[config.mk]
export PLATFORM = sky130hd
export DESIGN_NAME = alarm_band_classifier_core
export DESIGN_NICKNAME = d
export VERILOG_FILES = /design/src/hw/rtl/abcls_pkg.sv /design/src/hw/rtl/abcls_band_mem.sv /design/src/hw/rtl/abcls_engine.sv /design/src/hw/rtl/alarm_band_classifier_core.sv
export VERILOG_INCLUDE_DIRS = /design/src /design/src/hw/rtl
export SDC_FILE = /design/constraint.sdc
export NUM_CORES = 2
export LEC_CHECK = 0
export ABC_AREA = 0
export ABC_CLOCK_PERIOD_IN_PS = 7600
export BUFFER_PORTS_ARGS = -buffer_cell sky130_fd_sc_hd__buf_2
export CAP_MARGIN = 20
export CORE_MARGIN = 1
export CORE_UTILIZATION = 60
export DETAILED_ROUTE_END_ITERATION = 7
export PLACE_DENSITY = 0.78
export SLEW_MARGIN = 10
export SYNTH_ARGS = -nofsm -noshare
export SYNTH_HDL_FRONTEND = slang
export SYNTH_SLANG_ARGS = --single-unit
[constraint.sdc]
create_clock -name clock -period 7.6 [get_ports clock]
set_input_delay 1.14 -clock clock [delete_from_list [all_inputs] [get_ports clock]]
set_output_delay 1.14 -clock clock [all_outputs]
set_load 0.01 [all_outputs]
[src/hw/rtl/alarm_band_classifier_core_assert.svh]
// ----------------------------------------------------------------------------
// alarm band classifier assertion macros
// shared property wrappers for the concurrent checks at the end of the core
// ----------------------------------------------------------------------------
`ifndef ALARM_BAND_CLASSIFIER_CORE_ASSERT_SVH
`define ALARM_BAND_CLASSIFIER_CORE_ASSERT_SVH

// same-cycle implication, disabled in reset
`define ABCLS_ASSERT_NOW(label, clk, rst, ante, cons, msg) \
   label: assert property (@(posedge clk) disable iff (rst) (ante) |-> (cons)) \
      else $error(msg);

// next-cycle implication, disabled in reset
`define ABCLS_ASSERT_NEXT(label, clk, rst, ante, cons, msg) \
   label: assert property (@(posedge clk) disable iff (rst) (ante) |=> (cons)) \
      else $error(msg);

`endif

[src/hw/rtl/abcls_pkg.sv]
`timescale 1ns / 1ps
`default_nettype none
// ----------------------------------------------------------------------------
// abcls_pkg
// types and constants shared by the alarm band classifier modules
// ----------------------------------------------------------------------------
package abcls_pkg;

   // configuration register indexes
   localparam logic [1:0] CSR_RANGE_MIN  = 2'd0;
   localparam logic [1:0] CSR_RANGE_MAX  = 2'd1;
   localparam logic [1:0] CSR_BAND_COUNT = 2'd2;
   localparam logic [1:0] CSR_HOLDOFF_MS = 2'd3;

   localparam logic [19:0] HOLDOFF_RESET = 20'd3000;

   // severity levels
   localparam logic [1:0] SEV_WARN = 2'd2;
   localparam logic [1:0] SEV_CRIT = 2'd3;

   // alert codes
   localparam logic [1:0] ALERT_NONE = 2'd0;
   localparam logic [1:0] ALERT_WARN = 2'd1;
   localparam logic [1:0] ALERT_CRIT = 2'd2;

   // item kinds
   localparam logic KIND_SAMPLE = 1'b0;
   localparam logic KIND_BAND   = 1'b1;

   typedef struct packed {
      logic               kind;
      logic [2:0]         slot;
      logic signed [31:0] edge_a;
      logic signed [31:0] edge_b;
      logic [1:0]         severity;
      logic signed [31:0] sample_value;
      logic [47:0]        time_ms;
   } abcls_req_type;

   typedef struct packed {
      logic               in_band;
      logic [2:0]         band_index;
      logic               band_changed;
      logic [1:0]         alert;
      logic signed [31:0] value_clamped;
   } abcls_rsp_type;

   typedef struct packed {
      logic signed [31:0] lower;
      logic signed [31:0] upper;
      logic [1:0]         level;
   } abcls_band_entry_type;

   // top level to engine
   typedef struct packed {
      logic start;
      logic take;
   } abcls_eng_ctl_type;

   // engine to top level
   typedef struct packed {
      logic idle;
      logic done;
   } abcls_eng_sts_type;

endpackage
`default_nettype wire

[src/hw/rtl/abcls_band_mem.sv]
`timescale 1ns / 1ps
`default_nettype none
// ----------------------------------------------------------------------------
// abcls_band_mem
// band table memory, one write port, one read port with registered data
// ----------------------------------------------------------------------------
module abcls_band_mem #(
   parameter int unsigned BAND_SLOTS = 8,
   parameter int unsigned IDX_W      = 3
) (
   input  wire                            clock,
   input  wire                            wr_en,
   input  wire [IDX_W-1:0]                wr_addr,
   input  abcls_pkg::abcls_band_entry_type wr_data,
   input  wire [IDX_W-1:0]                rd_addr,
   output abcls_pkg::abcls_band_entry_type rd_data
);

   abcls_pkg::abcls_band_entry_type mem_ff [BAND_SLOTS];
   abcls_pkg::abcls_band_entry_type rd_data_ff;

   always_ff @(posedge clock) begin
      if (wr_en) begin
         mem_ff[wr_addr] <= wr_data;
      end
   end

   always_ff @(posedge clock) begin
      rd_data_ff <= mem_ff[rd_addr];
   end

   assign rd_data = rd_data_ff;

endmodule
`default_nettype wire

[src/hw/rtl/abcls_engine.sv]
`timescale 1ns / 1ps
`default_nettype none
// ----------------------------------------------------------------------------
// abcls_engine
// sequencer: clamps the sample, walks the band table, tracks arming and holdoff
// ----------------------------------------------------------------------------
module abcls_engine #(
   parameter int unsigned BAND_SLOTS = 8,
   parameter int unsigned IDX_W      = 3
) (
   input  wire                             clock,
   input  wire                             reset,
   input  abcls_pkg::abcls_eng_ctl_type    ctl,
   input  abcls_pkg::abcls_req_type        item,
   input  wire signed [31:0]               range_min,
   input  wire signed [31:0]               range_max,
   input  wire [3:0]                       band_count,
   input  wire [19:0]                      holdoff_ms,
   output abcls_pkg::abcls_eng_sts_type    sts,
   output abcls_pkg::abcls_rsp_type        result,
   output logic                            mem_we,
   output logic [IDX_W-1:0]                mem_waddr,
   output abcls_pkg::abcls_band_entry_type mem_wdata,
   output logic [IDX_W-1:0]                mem_raddr,
   input  abcls_pkg::abcls_band_entry_type mem_rdata
);

   localparam int unsigned CNT_W = $clog2(BAND_SLOTS + 1);

   localparam logic [2:0] ST_IDLE  = 3'd0;
   localparam logic [2:0] ST_HINT  = 3'd1;
   localparam logic [2:0] ST_SCAN  = 3'd2;
   localparam logic [2:0] ST_CHECK = 3'd3;
   localparam logic [2:0] ST_DONE  = 3'd4;

   logic [2:0]         state_ff, state_in;
   logic               wr_ff, wr_in;
   logic signed [31:0] v_ff, v_in;
   logic [47:0]        now_ff, now_in;
   logic [IDX_W-1:0]   ptr_ff, ptr_in;
   logic               found_ff, found_in;
   logic [IDX_W-1:0]   idx_ff, idx_in;
   logic [1:0]         lvl_ff, lvl_in;
   logic [1:0]         blk_ff, blk_in;
   logic [IDX_W-1:0]   hint_ff, hint_in;
   logic               hint_valid_ff, hint_valid_in;
   logic [IDX_W-1:0]   rec_ff, rec_in;
   logic               rec_valid_ff, rec_valid_in;
   logic               armed_ff, armed_in;
   logic [47:0]        last_ff [2];
   logic [47:0]        last_in [2];
   logic [1:0]         tvalid_ff, tvalid_in;

   logic [CNT_W-1:0]   count;
   logic signed [31:0] clamp_v;
   logic signed [31:0] edge_lo;
   logic signed [31:0] edge_hi;
   logic               holds;
   logic               hint_hit;
   logic [48:0]        diff0;
   logic [48:0]        diff1;
   logic               changed;
   logic               blocked;
   logic [1:0]         alert_code;

   // effective table size
   assign count = (32'(band_count) > BAND_SLOTS) ? CNT_W'(BAND_SLOTS) : CNT_W'(band_count);

   always_comb begin
      clamp_v = item.sample_value;
      if (range_max > range_min) begin
         if (clamp_v < range_min) begin
            clamp_v = range_min;
         end
         if (clamp_v > range_max) begin
            clamp_v = range_max;
         end
      end
   end

   assign edge_lo = (item.edge_a < item.edge_b) ? item.edge_a : item.edge_b;
   assign edge_hi = (item.edge_a < item.edge_b) ? item.edge_b : item.edge_a;

   // band write goes straight to the table; the engine then sits in done,
   // so no sample read can overlap it
   assign mem_we          = ctl.start && (item.kind == abcls_pkg::KIND_BAND) &&
                            (32'(item.slot) < BAND_SLOTS);
   assign mem_waddr       = IDX_W'(item.slot);
   assign mem_wdata.lower = edge_lo;
   assign mem_wdata.upper = edge_hi;
   assign mem_wdata.level = item.severity;

   always_comb begin
      case (state_ff)
         ST_HINT: mem_raddr = '0;
         ST_SCAN: mem_raddr = IDX_W'(32'(ptr_ff) + 32'd1);
         default: mem_raddr = hint_ff;
      endcase
   end

   assign holds    = (v_ff >= mem_rdata.lower) && (v_ff <= mem_rdata.upper);
   assign hint_hit = hint_valid_ff && (32'(hint_ff) < 32'(count)) && holds;

   assign diff0 = {1'b0, now_ff} - {1'b0, last_ff[0]};
   assign diff1 = {1'b0, now_ff} - {1'b0, last_ff[1]};

   assign changed = armed_ff &&
                    ((found_ff != rec_valid_ff) || (found_ff && (idx_ff != rec_ff)));
   assign blocked = (lvl_ff == abcls_pkg::SEV_WARN) ? (blk_ff[0] || blk_ff[1]) : blk_ff[1];

   always_comb begin
      alert_code = abcls_pkg::ALERT_NONE;
      if (changed && found_ff && (lvl_ff >= abcls_pkg::SEV_WARN) && !blocked) begin
         alert_code = (lvl_ff == abcls_pkg::SEV_CRIT) ? abcls_pkg::ALERT_CRIT
                                                      : abcls_pkg::ALERT_WARN;
      end
   end

   always_comb begin
      state_in      = state_ff;
      wr_in         = wr_ff;
      v_in          = v_ff;
      now_in        = now_ff;
      ptr_in        = ptr_ff;
      found_in      = found_ff;
      idx_in        = idx_ff;
      lvl_in        = lvl_ff;
      blk_in        = blk_ff;
      hint_in       = hint_ff;
      hint_valid_in = hint_valid_ff;
      rec_in        = rec_ff;
      rec_valid_in  = rec_valid_ff;
      armed_in      = armed_ff;
      last_in       = last_ff;
      tvalid_in     = tvalid_ff;

      case (state_ff)
         ST_IDLE: begin
            if (ctl.start) begin
               wr_in    = item.kind;
               v_in     = clamp_v;
               now_in   = item.time_ms;
               found_in = 1'b0;
               idx_in   = '0;
               lvl_in   = '0;
               if (item.kind == abcls_pkg::KIND_BAND) begin
                  // re-arm
                  hint_valid_in = 1'b0;
                  hint_in       = '0;
                  rec_valid_in  = 1'b0;
                  rec_in        = '0;
                  armed_in      = 1'b0;
                  tvalid_in     = 2'b00;
                  state_in      = ST_DONE;
               end else begin
                  state_in = ST_HINT;
               end
            end
         end
         ST_HINT: begin
            if (hint_hit) begin
               found_in = 1'b1;
               idx_in   = hint_ff;
               lvl_in   = mem_rdata.level;
               state_in = ST_CHECK;
            end else if (count == '0) begin
               state_in = ST_CHECK;
            end else begin
               ptr_in   = '0;
               state_in = ST_SCAN;
            end
         end
         ST_SCAN: begin
            if (holds) begin
               found_in = 1'b1;
               idx_in   = ptr_ff;
               lvl_in   = mem_rdata.level;
               state_in = ST_CHECK;
            end else if ((32'(ptr_ff) + 32'd1) >= 32'(count)) begin
               state_in = ST_CHECK;
            end else begin
               ptr_in = IDX_W'(32'(ptr_ff) + 32'd1);
            end
         end
         ST_CHECK: begin
            // an earlier time than the stored one counts as inside the holdoff
            blk_in[0] = tvalid_ff[0] && (diff0[48] || (diff0[47:0] < {28'd0, holdoff_ms}));
            blk_in[1] = tvalid_ff[1] && (diff1[48] || (diff1[47:0] < {28'd0, holdoff_ms}));
            state_in  = ST_DONE;
         end
         ST_DONE: begin
            if (ctl.take) begin
               state_in = ST_IDLE;
               if (!wr_ff) begin
                  if (found_ff) begin
                     hint_in       = idx_ff;
                     hint_valid_in = 1'b1;
                  end
                  if (!armed_ff || changed) begin
                     armed_in     = 1'b1;
                     rec_valid_in = found_ff;
                     rec_in       = found_ff ? idx_ff : '0;
                  end
                  if (alert_code != abcls_pkg::ALERT_NONE) begin
                     last_in[lvl_ff[0]]   = now_ff;
                     tvalid_in[lvl_ff[0]] = 1'b1;
                  end
               end
            end
         end
         default: begin
            state_in = ST_IDLE;
         end
      endcase
   end

   always_ff @(posedge clock) begin
      if (reset) begin
         state_ff      <= ST_IDLE;
         hint_valid_ff <= 1'b0;
         hint_ff       <= '0;
         rec_valid_ff  <= 1'b0;
         rec_ff        <= '0;
         armed_ff      <= 1'b0;
         tvalid_ff     <= 2'b00;
         last_ff[0]    <= '0;
         last_ff[1]    <= '0;
      end else begin
         state_ff      <= state_in;
         hint_valid_ff <= hint_valid_in;
         hint_ff       <= hint_in;
         rec_valid_ff  <= rec_valid_in;
         rec_ff        <= rec_in;
         armed_ff      <= armed_in;
         tvalid_ff     <= tvalid_in;
         last_ff[0]    <= last_in[0];
         last_ff[1]    <= last_in[1];
      end
   end

   always_ff @(posedge clock) begin
      wr_ff    <= wr_in;
      v_ff     <= v_in;
      now_ff   <= now_in;
      ptr_ff   <= ptr_in;
      found_ff <= found_in;
      idx_ff   <= idx_in;
      lvl_ff   <= lvl_in;
      blk_ff   <= blk_in;
   end

   assign sts.idle = (state_ff == ST_IDLE);
   assign sts.done = (state_ff == ST_DONE);

   always_comb begin
      result = '0;
      if (!wr_ff) begin
         result.in_band       = found_ff;
         result.band_index    = found_ff ? 3'(idx_ff) : 3'd0;
         result.band_changed  = changed;
         result.alert         = alert_code;
         result.value_clamped = v_ff;
      end
   end

endmodule
`default_nettype wire

[src/hw/rtl/alarm_band_classifier_core.sv]
`timescale 1ns / 1ps
`default_nettype none
// ----------------------------------------------------------------------------
// alarm_band_classifier_core
// classifies samples against a band table and raises warning/critical alerts
// ----------------------------------------------------------------------------
// Usage:
//   req_* carries one item per transfer: a band write (kind 1) stores a table
//   entry and re-arms, a sample (kind 0) is clamped and matched to a band.
//   rsp_* returns exactly one result per item, in order; a band write answers
//   with an all-zero result. csr_* writes range_min, range_max, band_count and
//   holdoff_ms; write it only while no item is in flight.
//   Sequence: a band write goes straight to the done state. A sample first
//   tries the previously matched band; if that band no longer holds it and
//   the table is not empty, the engine scans the entries in order, at most
//   band_count (capped at BAND_SLOTS), then checks the holdoff. The scan reads
//   one entry per cycle through the single read port of the band table memory.
//   Items are taken one at a time; the next transfer is accepted once the
//   engine has handed its result to the output register.
//   A stalled rsp_* holds its result while the next item proceeds; that item
//   then waits in the engine and req_stall stays high until the result moves.
//   Reset clears arming, holdoff history and the registers (holdoff 3000 ms);
//   the band table is not cleared and must be written before use.
// ----------------------------------------------------------------------------
`include "alarm_band_classifier_core_assert.svh"

module alarm_band_classifier_core #(
   parameter int unsigned BAND_SLOTS = 8
) (
   input  wire                      clock,
   input  wire                      reset,
   input  wire                      req_valid,
   output logic                     req_stall,
   input  abcls_pkg::abcls_req_type req_data,
   output logic                     rsp_valid,
   input  wire                      rsp_stall,
   output abcls_pkg::abcls_rsp_type rsp_data,
   input  wire                      csr_we,
   input  wire [1:0]                csr_addr,
   input  wire [31:0]               csr_wdata
);

   localparam int unsigned IDX_W = (BAND_SLOTS > 1) ? $clog2(BAND_SLOTS) : 1;

   logic signed [31:0] range_min_ff, range_min_in;
   logic signed [31:0] range_max_ff, range_max_in;
   logic [3:0]         band_count_ff, band_count_in;
   logic [19:0]        holdoff_ff, holdoff_in;

   logic                     rsp_valid_ff, rsp_valid_in;
   abcls_pkg::abcls_rsp_type rsp_data_ff, rsp_data_in;

   abcls_pkg::abcls_eng_ctl_type    eng_ctl;
   abcls_pkg::abcls_eng_sts_type    eng_sts;
   abcls_pkg::abcls_rsp_type        eng_result;
   logic                            mem_we;
   logic [IDX_W-1:0]                mem_waddr;
   abcls_pkg::abcls_band_entry_type mem_wdata;
   logic [IDX_W-1:0]                mem_raddr;
   abcls_pkg::abcls_band_entry_type mem_rdata;

   // configuration registers
   always_comb begin
      range_min_in  = range_min_ff;
      range_max_in  = range_max_ff;
      band_count_in = band_count_ff;
      holdoff_in    = holdoff_ff;
      if (csr_we) begin
         case (csr_addr)
            abcls_pkg::CSR_RANGE_MIN:  range_min_in  = csr_wdata;
            abcls_pkg::CSR_RANGE_MAX:  range_max_in  = csr_wdata;
            abcls_pkg::CSR_BAND_COUNT: band_count_in = csr_wdata[3:0];
            abcls_pkg::CSR_HOLDOFF_MS: holdoff_in    = csr_wdata[19:0];
            default: begin
               range_min_in = range_min_ff;
            end
         endcase
      end
   end

   always_ff @(posedge clock) begin
      if (reset) begin
         range_min_ff  <= '0;
         range_max_ff  <= '0;
         band_count_ff <= '0;
         holdoff_ff    <= abcls_pkg::HOLDOFF_RESET;
      end else begin
         range_min_ff  <= range_min_in;
         range_max_ff  <= range_max_in;
         band_count_ff <= band_count_in;
         holdoff_ff    <= holdoff_in;
      end
   end

   assign req_stall     = !eng_sts.idle;
   assign eng_ctl.start = req_valid && eng_sts.idle;
   // result moves on when the output register is empty or draining
   assign eng_ctl.take  = eng_sts.done && (!rsp_valid_ff || !rsp_stall);

   always_comb begin
      rsp_valid_in = rsp_valid_ff && rsp_stall;
      rsp_data_in  = rsp_data_ff;
      if (eng_ctl.take) begin
         rsp_valid_in = 1'b1;
         rsp_data_in  = eng_result;
      end
   end

   always_ff @(posedge clock) begin
      if (reset) begin
         rsp_valid_ff <= 1'b0;
      end else begin
         rsp_valid_ff <= rsp_valid_in;
      end
   end

   always_ff @(posedge clock) begin
      rsp_data_ff <= rsp_data_in;
   end

   assign rsp_valid = rsp_valid_ff;
   assign rsp_data  = rsp_data_ff;

   abcls_band_mem #(
      .BAND_SLOTS (BAND_SLOTS),
      .IDX_W      (IDX_W)
   ) u_band_mem (
      .clock   (clock),
      .wr_en   (mem_we),
      .wr_addr (mem_waddr),
      .wr_data (mem_wdata),
      .rd_addr (mem_raddr),
      .rd_data (mem_rdata)
   );

   abcls_engine #(
      .BAND_SLOTS (BAND_SLOTS),
      .IDX_W      (IDX_W)
   ) u_engine (
      .clock      (clock),
      .reset      (reset),
      .ctl        (eng_ctl),
      .item       (req_data),
      .range_min  (range_min_ff),
      .range_max  (range_max_ff),
      .band_count (band_count_ff),
      .holdoff_ms (holdoff_ff),
      .sts        (eng_sts),
      .result     (eng_result),
      .mem_we     (mem_we),
      .mem_waddr  (mem_waddr),
      .mem_wdata  (mem_wdata),
      .mem_raddr  (mem_raddr),
      .mem_rdata  (mem_rdata)
   );

   `ABCLS_ASSERT_NEXT(a_busy_after_transfer, clock, reset, req_valid && !req_stall, req_stall, "engine did not go busy after an input transfer")
   `ABCLS_ASSERT_NEXT(a_rsp_needs_done, clock, reset, !rsp_valid && !eng_sts.done, !rsp_valid, "result appeared without a finished item")
   `ABCLS_ASSERT_NEXT(a_done_holds, clock, reset, eng_sts.done && !eng_ctl.take, eng_sts.done, "finished result dropped while output was blocked")
   `ABCLS_ASSERT_NOW(a_alert_on_change, clock, reset, rsp_valid && (rsp_data.alert != abcls_pkg::ALERT_NONE), rsp_data.band_changed && rsp_data.in_band, "alert raised without a band change")

endmodule
`default_nettype wire

## Word level (Yosys, flattened, before mapping)

Memory sizes are Yosys's and may differ from the RTL's. A register that Yosys moved wholly into a read port is not among the register bits.
Cells that the tools add are included.
W data, S select, Z words.

| storage, ports and cells | value |
|---|---|
| bits in writable memories | 528 |
| memories kept | 1 |
| register bits after elaboration | 330 |
| bits of input ports | 189 |
| output and inout port bits | 41 |
| memory bits (read-only) | 0 |
| bits in latches | 0 |
| logic and storage cells | 196 |

Memory list:

| memory | words | width | read ports | clocked after memory_dff | write ports | line | source |
|---|---|---|---|---|---|---|---|
| u_band_mem.mem_ff | 8 | 66 | 1 | 1 | 1 | abcls_band_mem.sv:19 | `abcls_pkg::abcls_band_entry_type mem_ff [BAND_SLOTS];` |

| cells by class | value |
|---|---|
| bitwise gates (word level) | 3 |
| equal/unequal tests | 25 |
| shift operators | 0 |
| magnitude comparators | 16 |
| div/mod/pow operators | 0 |
| add/sub/neg operators | 3 |
| multiply operators | 0 |
| muxes and demuxes | 75 |
| reduce and logical (&&, ||, !) cells | 46 |

Operators by type and width:

| kind | count |
|---|---|
| $mux W32 | 6 |
| $sub A48 B48 Y49 | 2 |
| $bwmux W96 | 1 |
| $lt A48 B20 Y1 | 2 |
| $mux W3 | 22 |
| $gt A32 B32 Y1 | 2 |
| $lt A32 B32 Y1 | 2 |
| $demux W48 S1 | 1 |
| $mux W48 | 1 |
| $ge A32 B32 Y1 | 1 |
| $ge A32 B4 Y1 | 1 |
| $le A32 B32 Y1 | 1 |
| $pmux W3 S2 | 4 |
| $mux W1 | 20 |
| $mux W2 | 10 |
| $reduce_and A6 Y1 | 3 |
| $logic_and A1 B1 Y1 | 16 |
| $pmux W3 S5 | 1 |
| $ne A2 B2 Y1 const B | 7 |
| $ne A2 B1 Y1 const B | 6 |
| $reduce_and A2 Y1 | 5 |
| $pmux W3 S3 | 1 |
| $eq A2 B2 Y1 const B | 4 |
| $reduce_and A4 Y1 | 2 |
| 32 further kinds | 47 |

## Longest topological paths before layout

| depth | value |
|---|---|
| word-level depth | 13 |
| gate-level depth with buffers | 28 |

## Hierarchy

Synthesis repeated with hierarchy kept, for this count alone.

| unflattened totals | value |
|---|---|
| cells, all modules | 4009 |
| area total of the unflattened synthesis | 47682.0 um^2 |

By module, submodules not included:

| module | cells an instance | seq. area each (um^2) | area an instance (um^2) | instances |
|---|---|---|---|---|
| abcls_engine | 2789 | 4964.8 | 21718.3 | 1 |
| abcls_band_mem | 842 | 17176.5 | 21174.1 | 1 |
| alarm_band_classifier_core | 378 | 2952.8 | 4789.6 | 1 |

## Worst setup path before layout

No wires, ideal clock.

| timing | value |
|---|---|
| path type | input-to-reg |
| start | in req_valid |
| end | mem u_band_mem.mem_ff[0][0] (netlist name) (enable) |
| library setup time | 0.572 ns |
| setup slack | 1.073 ns |
| arrival time | 5.955 ns |
| stages on the path | 3 |
| required time | 7.028 ns |
| path through | and3_1 nand2b_1 nor3_1 |

| on the way | value |
|---|---|
| longest elaborated chain between the ends | 4 |

Ends and longest elaborated chain:

| item | line | source |
|---|---|---|
| start, declared | alarm_band_classifier_core.sv:32 | `input wire req_valid,` |
| $logic_and A1 B1 Y1 | alarm_band_classifier_core.sv:96 | `assign eng_ctl.start = req_valid && eng_sts.idle;` |
| $logic_and A1 B1 Y1 | abcls_engine.sv:86 | `assign mem_we = ctl.start && (item.kind == abcls_pkg::KIND_BAND) &&` |
| $mux W1 | abcls_band_mem.sv:23 | `if (wr_en) begin` |
| $mux W1 (implied by the code) | abcls_band_mem.sv:24 | `mem_ff[wr_addr] <= wr_data;` |
| end, declared | abcls_band_mem.sv:19 |  |

No other way between the ends.

## Worst setup path in the final report

| timing | value |
|---|---|
| start | reg u_engine.now_ff[0] |
| end | reg u_engine.blk_ff[1], data pin |

| on the way | value |
|---|---|
| longest elaborated chain between the ends | 4 |

Ends and longest elaborated chain:

| item | line | source |
|---|---|---|
| start, declared | abcls_engine.sv:39 | `logic [47:0] now_ff, now_in;` |
| start signal, assigned | abcls_engine.sv:244 | `now_ff <= now_in;` |
| $sub A48 B48 Y49 (*) | abcls_engine.sv:105 | `assign diff1 = {1'b0, now_ff} - {1'b0, last_ff[1]};` |
| $lt A48 B20 Y1 | abcls_engine.sv:188 | `blk_in[1] = tvalid_ff[1] && (diff1[48] \|\| (diff1[47:0] < {28'd0, holdoff_ms}));` |
| $logic_or A1 B1 Y1 (*) | abcls_engine.sv:188 |  |
| $logic_and A1 B1 Y1 (*) | abcls_engine.sv:188 |  |
| end signal, assigned | abcls_engine.sv:249 | `blk_ff <= blk_in;` |
| end, declared | abcls_engine.sv:44 | `logic [1:0] blk_ff, blk_in;` |

Every way passes the cells marked *; elsewhere a longest branch is shown, timed or not.
A chain may end at the register's enable or synchronous reset.

==> impl_metrics.tcl <==
set metrics [dict create \
    area_delta_synth_final_pct 11.83 \
    cts_resized 0 \
    final_common_cell "edfxtp_1" \
    portBuffers 229 \
    finalSetupViolCount 0 \
    drc_errors 0 \
    routed_via_density 6.157 \
    crit_fanout 4 \
    r2r-start "u_engine.now_ff[0]" \
    dieArea_sq_mm 0.07827 \
    yosys_warnings 0 \
    pwr_density_cell_mw_per_mm2 254.4 \
    cp.required_ns 7.96 \
    syn_inst 3954 \
    yosys.area.top_type_share_pct 42.75 \
    die_y_um 279.8 \
    cts_max_path_buffers 3 \
    cts_tree "built" \
    drv_cap 0 \
    firstDrtPassIters 6 \
    relSlewSlack_pct 27.07 \
    start_util_pct 60.75 \
    dpl.cell_count 5079 \
    antenna_left 0 \
    place_ws_ns 0.8906 \
    fmax_ghz 0.1581 \
    grt_pass1_wl_um 182800 \
    nNetsFinal 4668 \
    syn_area_per_cell_sq_um 11.71 \
    cp-end-kind "flip-flop" \
    ys_seq_area_share_pct 54.21 \
    ys_top_cells_by_area "edfxtp_1, dfxtp_1, ha_1" \
    rows 101 \
    hold_violations 0 \
    power.leakage_nw 19.06 \
    antenna_found_initial 14 \
    cts_root_buf "clkbuf_16" \
    clock_skew_ns 0.06134 \
    first_global_vias 31697 \
    startpoint_type "flip-flop" \
    outcome "complete, no violations" \
    r2r-end "u_engine.blk_ff[1]" \
    dp_hpwl_um 81160 \
    hold_class "flip-flop to flip-flop" \
    synth_edf_count 659 \
    placed_cell_area_sq_mm 0.04852 \
    grt_util_all_layers_pct 30.56 \
    htreeDepth 3 \
    finalCritPeriodShare_pct 83.24 \
    syn_nets 4476 \
    finalWorstSetupSlack_ns 1.274 \
    synth-seq-cells 924 \
    vias 32419 \
    drtIter0Drc 3085 \
    clk_pin_slew_ns 0.06 \
    dominantRegCellSynth "edfxtp_1" \
    final_layout_size_suffix_gt1_share_pct 17.16 \
    synth-async-reset-ratio_pct 0 \
    numClockSinks 924 \
    worstMarginPinSlew_ns 1.094 \
    setup_tns_ns 0 \
    grt_overflow 0 \
    period_needed_ns 6.326 \
    routabilityCongestion 0.9523 \
    r2r_slack_ns 1.27 \
    io_pins 230 \
    layoutNonFillerInstCount 5265 \
    synth_top_area_cell "edfxtp_1" \
    cts_setup_buffers 0 \
    rsz0062_at_grt "no" \
    arrival_ns 6.69 \
    cts_made_buffers 92 \
    seqCellArea_sq_mm 0.02509 \
    syn-cell-area_sq_mm 0.04629 \
    nFillCells 5444 \
    synth.distinct_cells 84 \
    fin_area_sq_mm 0.05177 \
    coreArea_sq_mm 0.07620 \
    peakVddDrop_v 0.0002203 \
    drt_wl_total_um 119700 \
    postCtsHoldBufs 0 \
    multi_input_area_sq_mm 0.01952 \
    endpoint "u_engine.blk_ff[1]" \
    wire_per_inst_um 22.73 \
    path_class "flip-flop to flip-flop" \
    timing.final.max_slew_violations 0 \
    grt_max_degree 122 \
    clk_latency_ns 0.69 \
    r2r_cells 22 \
    final_cell_mix "edfxtp_1, nand2_1, a21oi_1, ha_1, inv_1" \
    die_w_um 279.8 \
    cp-startpoint "u_engine.now_ff[0]" \
]
metrics by stage:
stage	total power [mW]	hold WS [ns]	utilization (%)
6_report	13.17	0.4545	67.94
4_1_cts	13.18	0.4545	67.84
2_1_floorplan	7.694	0.4363	-
5_1_grt	13.65	0.4736	67.94
3_5_place_dp	8.511	0.4467	63.68
3_3_place_gp	8.455	0.4419	63.68
cell usage after synthesis (8+ instances only):
master     number
edfxtp_1      659
nand2_1       548
a21oi_1       358
ha_1          331
inv_1         308
dfxtp_1       265
nor2_1        162
clkbuf_1      141
mux4_2        132
mux2_2        131
o21ai_0       118
a21o_1         95
nand4_1        74
nor2b_1        61
nor3_1         41
a221o_1        37
o21a_1         36
xnor2_1        36
nand3_1        35
nand2b_1       28
xor2_1         26
and2_1         19
a31oi_1        18
buf_1          18
o21bai_1       16
a211oi_1       13
and3_1         13
mux2i_1        13
o211ai_1       13
or3_1          13
nor4_1         12
a211o_1        11
o2111ai_1      11
a221oi_1       10
buf_2          10
nor3b_1         8
report_power, final:
group          internal (mW)  total [mW]  switching [mW]
sequential              5.74        5.99           0.247
clock                   2.67        4.69            2.02
combinational           1.01        2.48            1.48
sequential cells by signal, indices dropped and copies added, names as in the netlist, 2 cells and up:
name / cells
rsp_data: 39
range_max_ff: 32
u_engine.rec_ff: 3
u_engine.idx_ff: 3
u_band_mem.rd_data: 66
u_engine.ptr_ff: 3
holdoff_ff: 20
u_band_mem.mem_ff: 528
u_engine.v_ff: 32
range_min_ff: 32
u_engine.state_ff: 3
u_engine.lvl_ff: 2
u_engine.last_ff: 96
u_engine.tvalid_ff: 2
band_count_ff: 4
u_engine.now_ff: 48
u_engine.hint_ff: 3
u_engine.blk_ff: 2
kinds of logic after synthesis:
family,count (synthesis),share of synthesized area (%)
buffers and inverters,478,3.919
adder cells (fa/ha/maj),333,9.032
multiplexers,276,9.889
AND/OR/NAND/NOR,1050,10.30
AO/OA/AOI/OAI,831,11.48
XOR/XNOR,62,1.173
flip-flops,924,54.21
routing by layer:
metal	vias to the layer above	GRT usage (%)	routed length [um]
met5	-	0	61
met4	10	9.626	3808
met3	214	4.429	8624
met2	1254	50.92	57450
met1	15983	41.45	49730
li1	14958	-	-
how the worst min path moves through the flow:
stage / depth (start not counted) / slack (ns) / startpoint / end
6_report: 2 / 0.45 / u_engine.last_ff[45] / u_engine.last_ff[45]
4_1_cts: 2 / 0.45 / u_engine.last_ff[45] / u_engine.last_ff[45]
5_1_grt: 2 / 0.47 / u_engine.last_ff[45] / u_engine.last_ff[45]
3_5_place_dp: 2 / 0.45 / u_engine.last_ff[6] / u_engine.last_ff[6]
2_1_floorplan: 2 / 0.44 / holdoff_ff[10] / holdoff_ff[10]
3_3_place_gp: 2 / 0.44 / u_engine.last_ff[78] / u_engine.last_ff[78]
final cells by class:
type | count | share of cell area, %
timing repair buffer | 268 | 2.919
clock inverter | 53 | 1.303
multi-input combinational | 2552 | 37.71
inverter | 308 | 2.233
tap | 1030 | 2.489
sequential | 924 | 48.47
clock buffer | 121 | 4.833
antenna | 9 | 0.04350
critical path: stages, from the launching register on:
cell and delay [ns]:
edfxtp_1 0.41, inv_1 0.10, ha_1 0.16, inv_1 0.06, fa_1 0.40, a21o_1 0.20
a221oi_1 0.26, buf_4 0.20, o21ba_2 0.26, o21ai_0 0.24, a21boi_0 0.32, o21ai_0 0.16
xor2_1 0.24, ha_1 0.30, nand4_1 0.25, nor3_1 0.11, a311oi_1 0.78, o2111ai_1 0.28
nor4_1 0.25, nand4_1 0.15, nor4_1 0.45, nand4_1 0.17, o21ai_0 0.26
(Power assumes the default switching activity.)
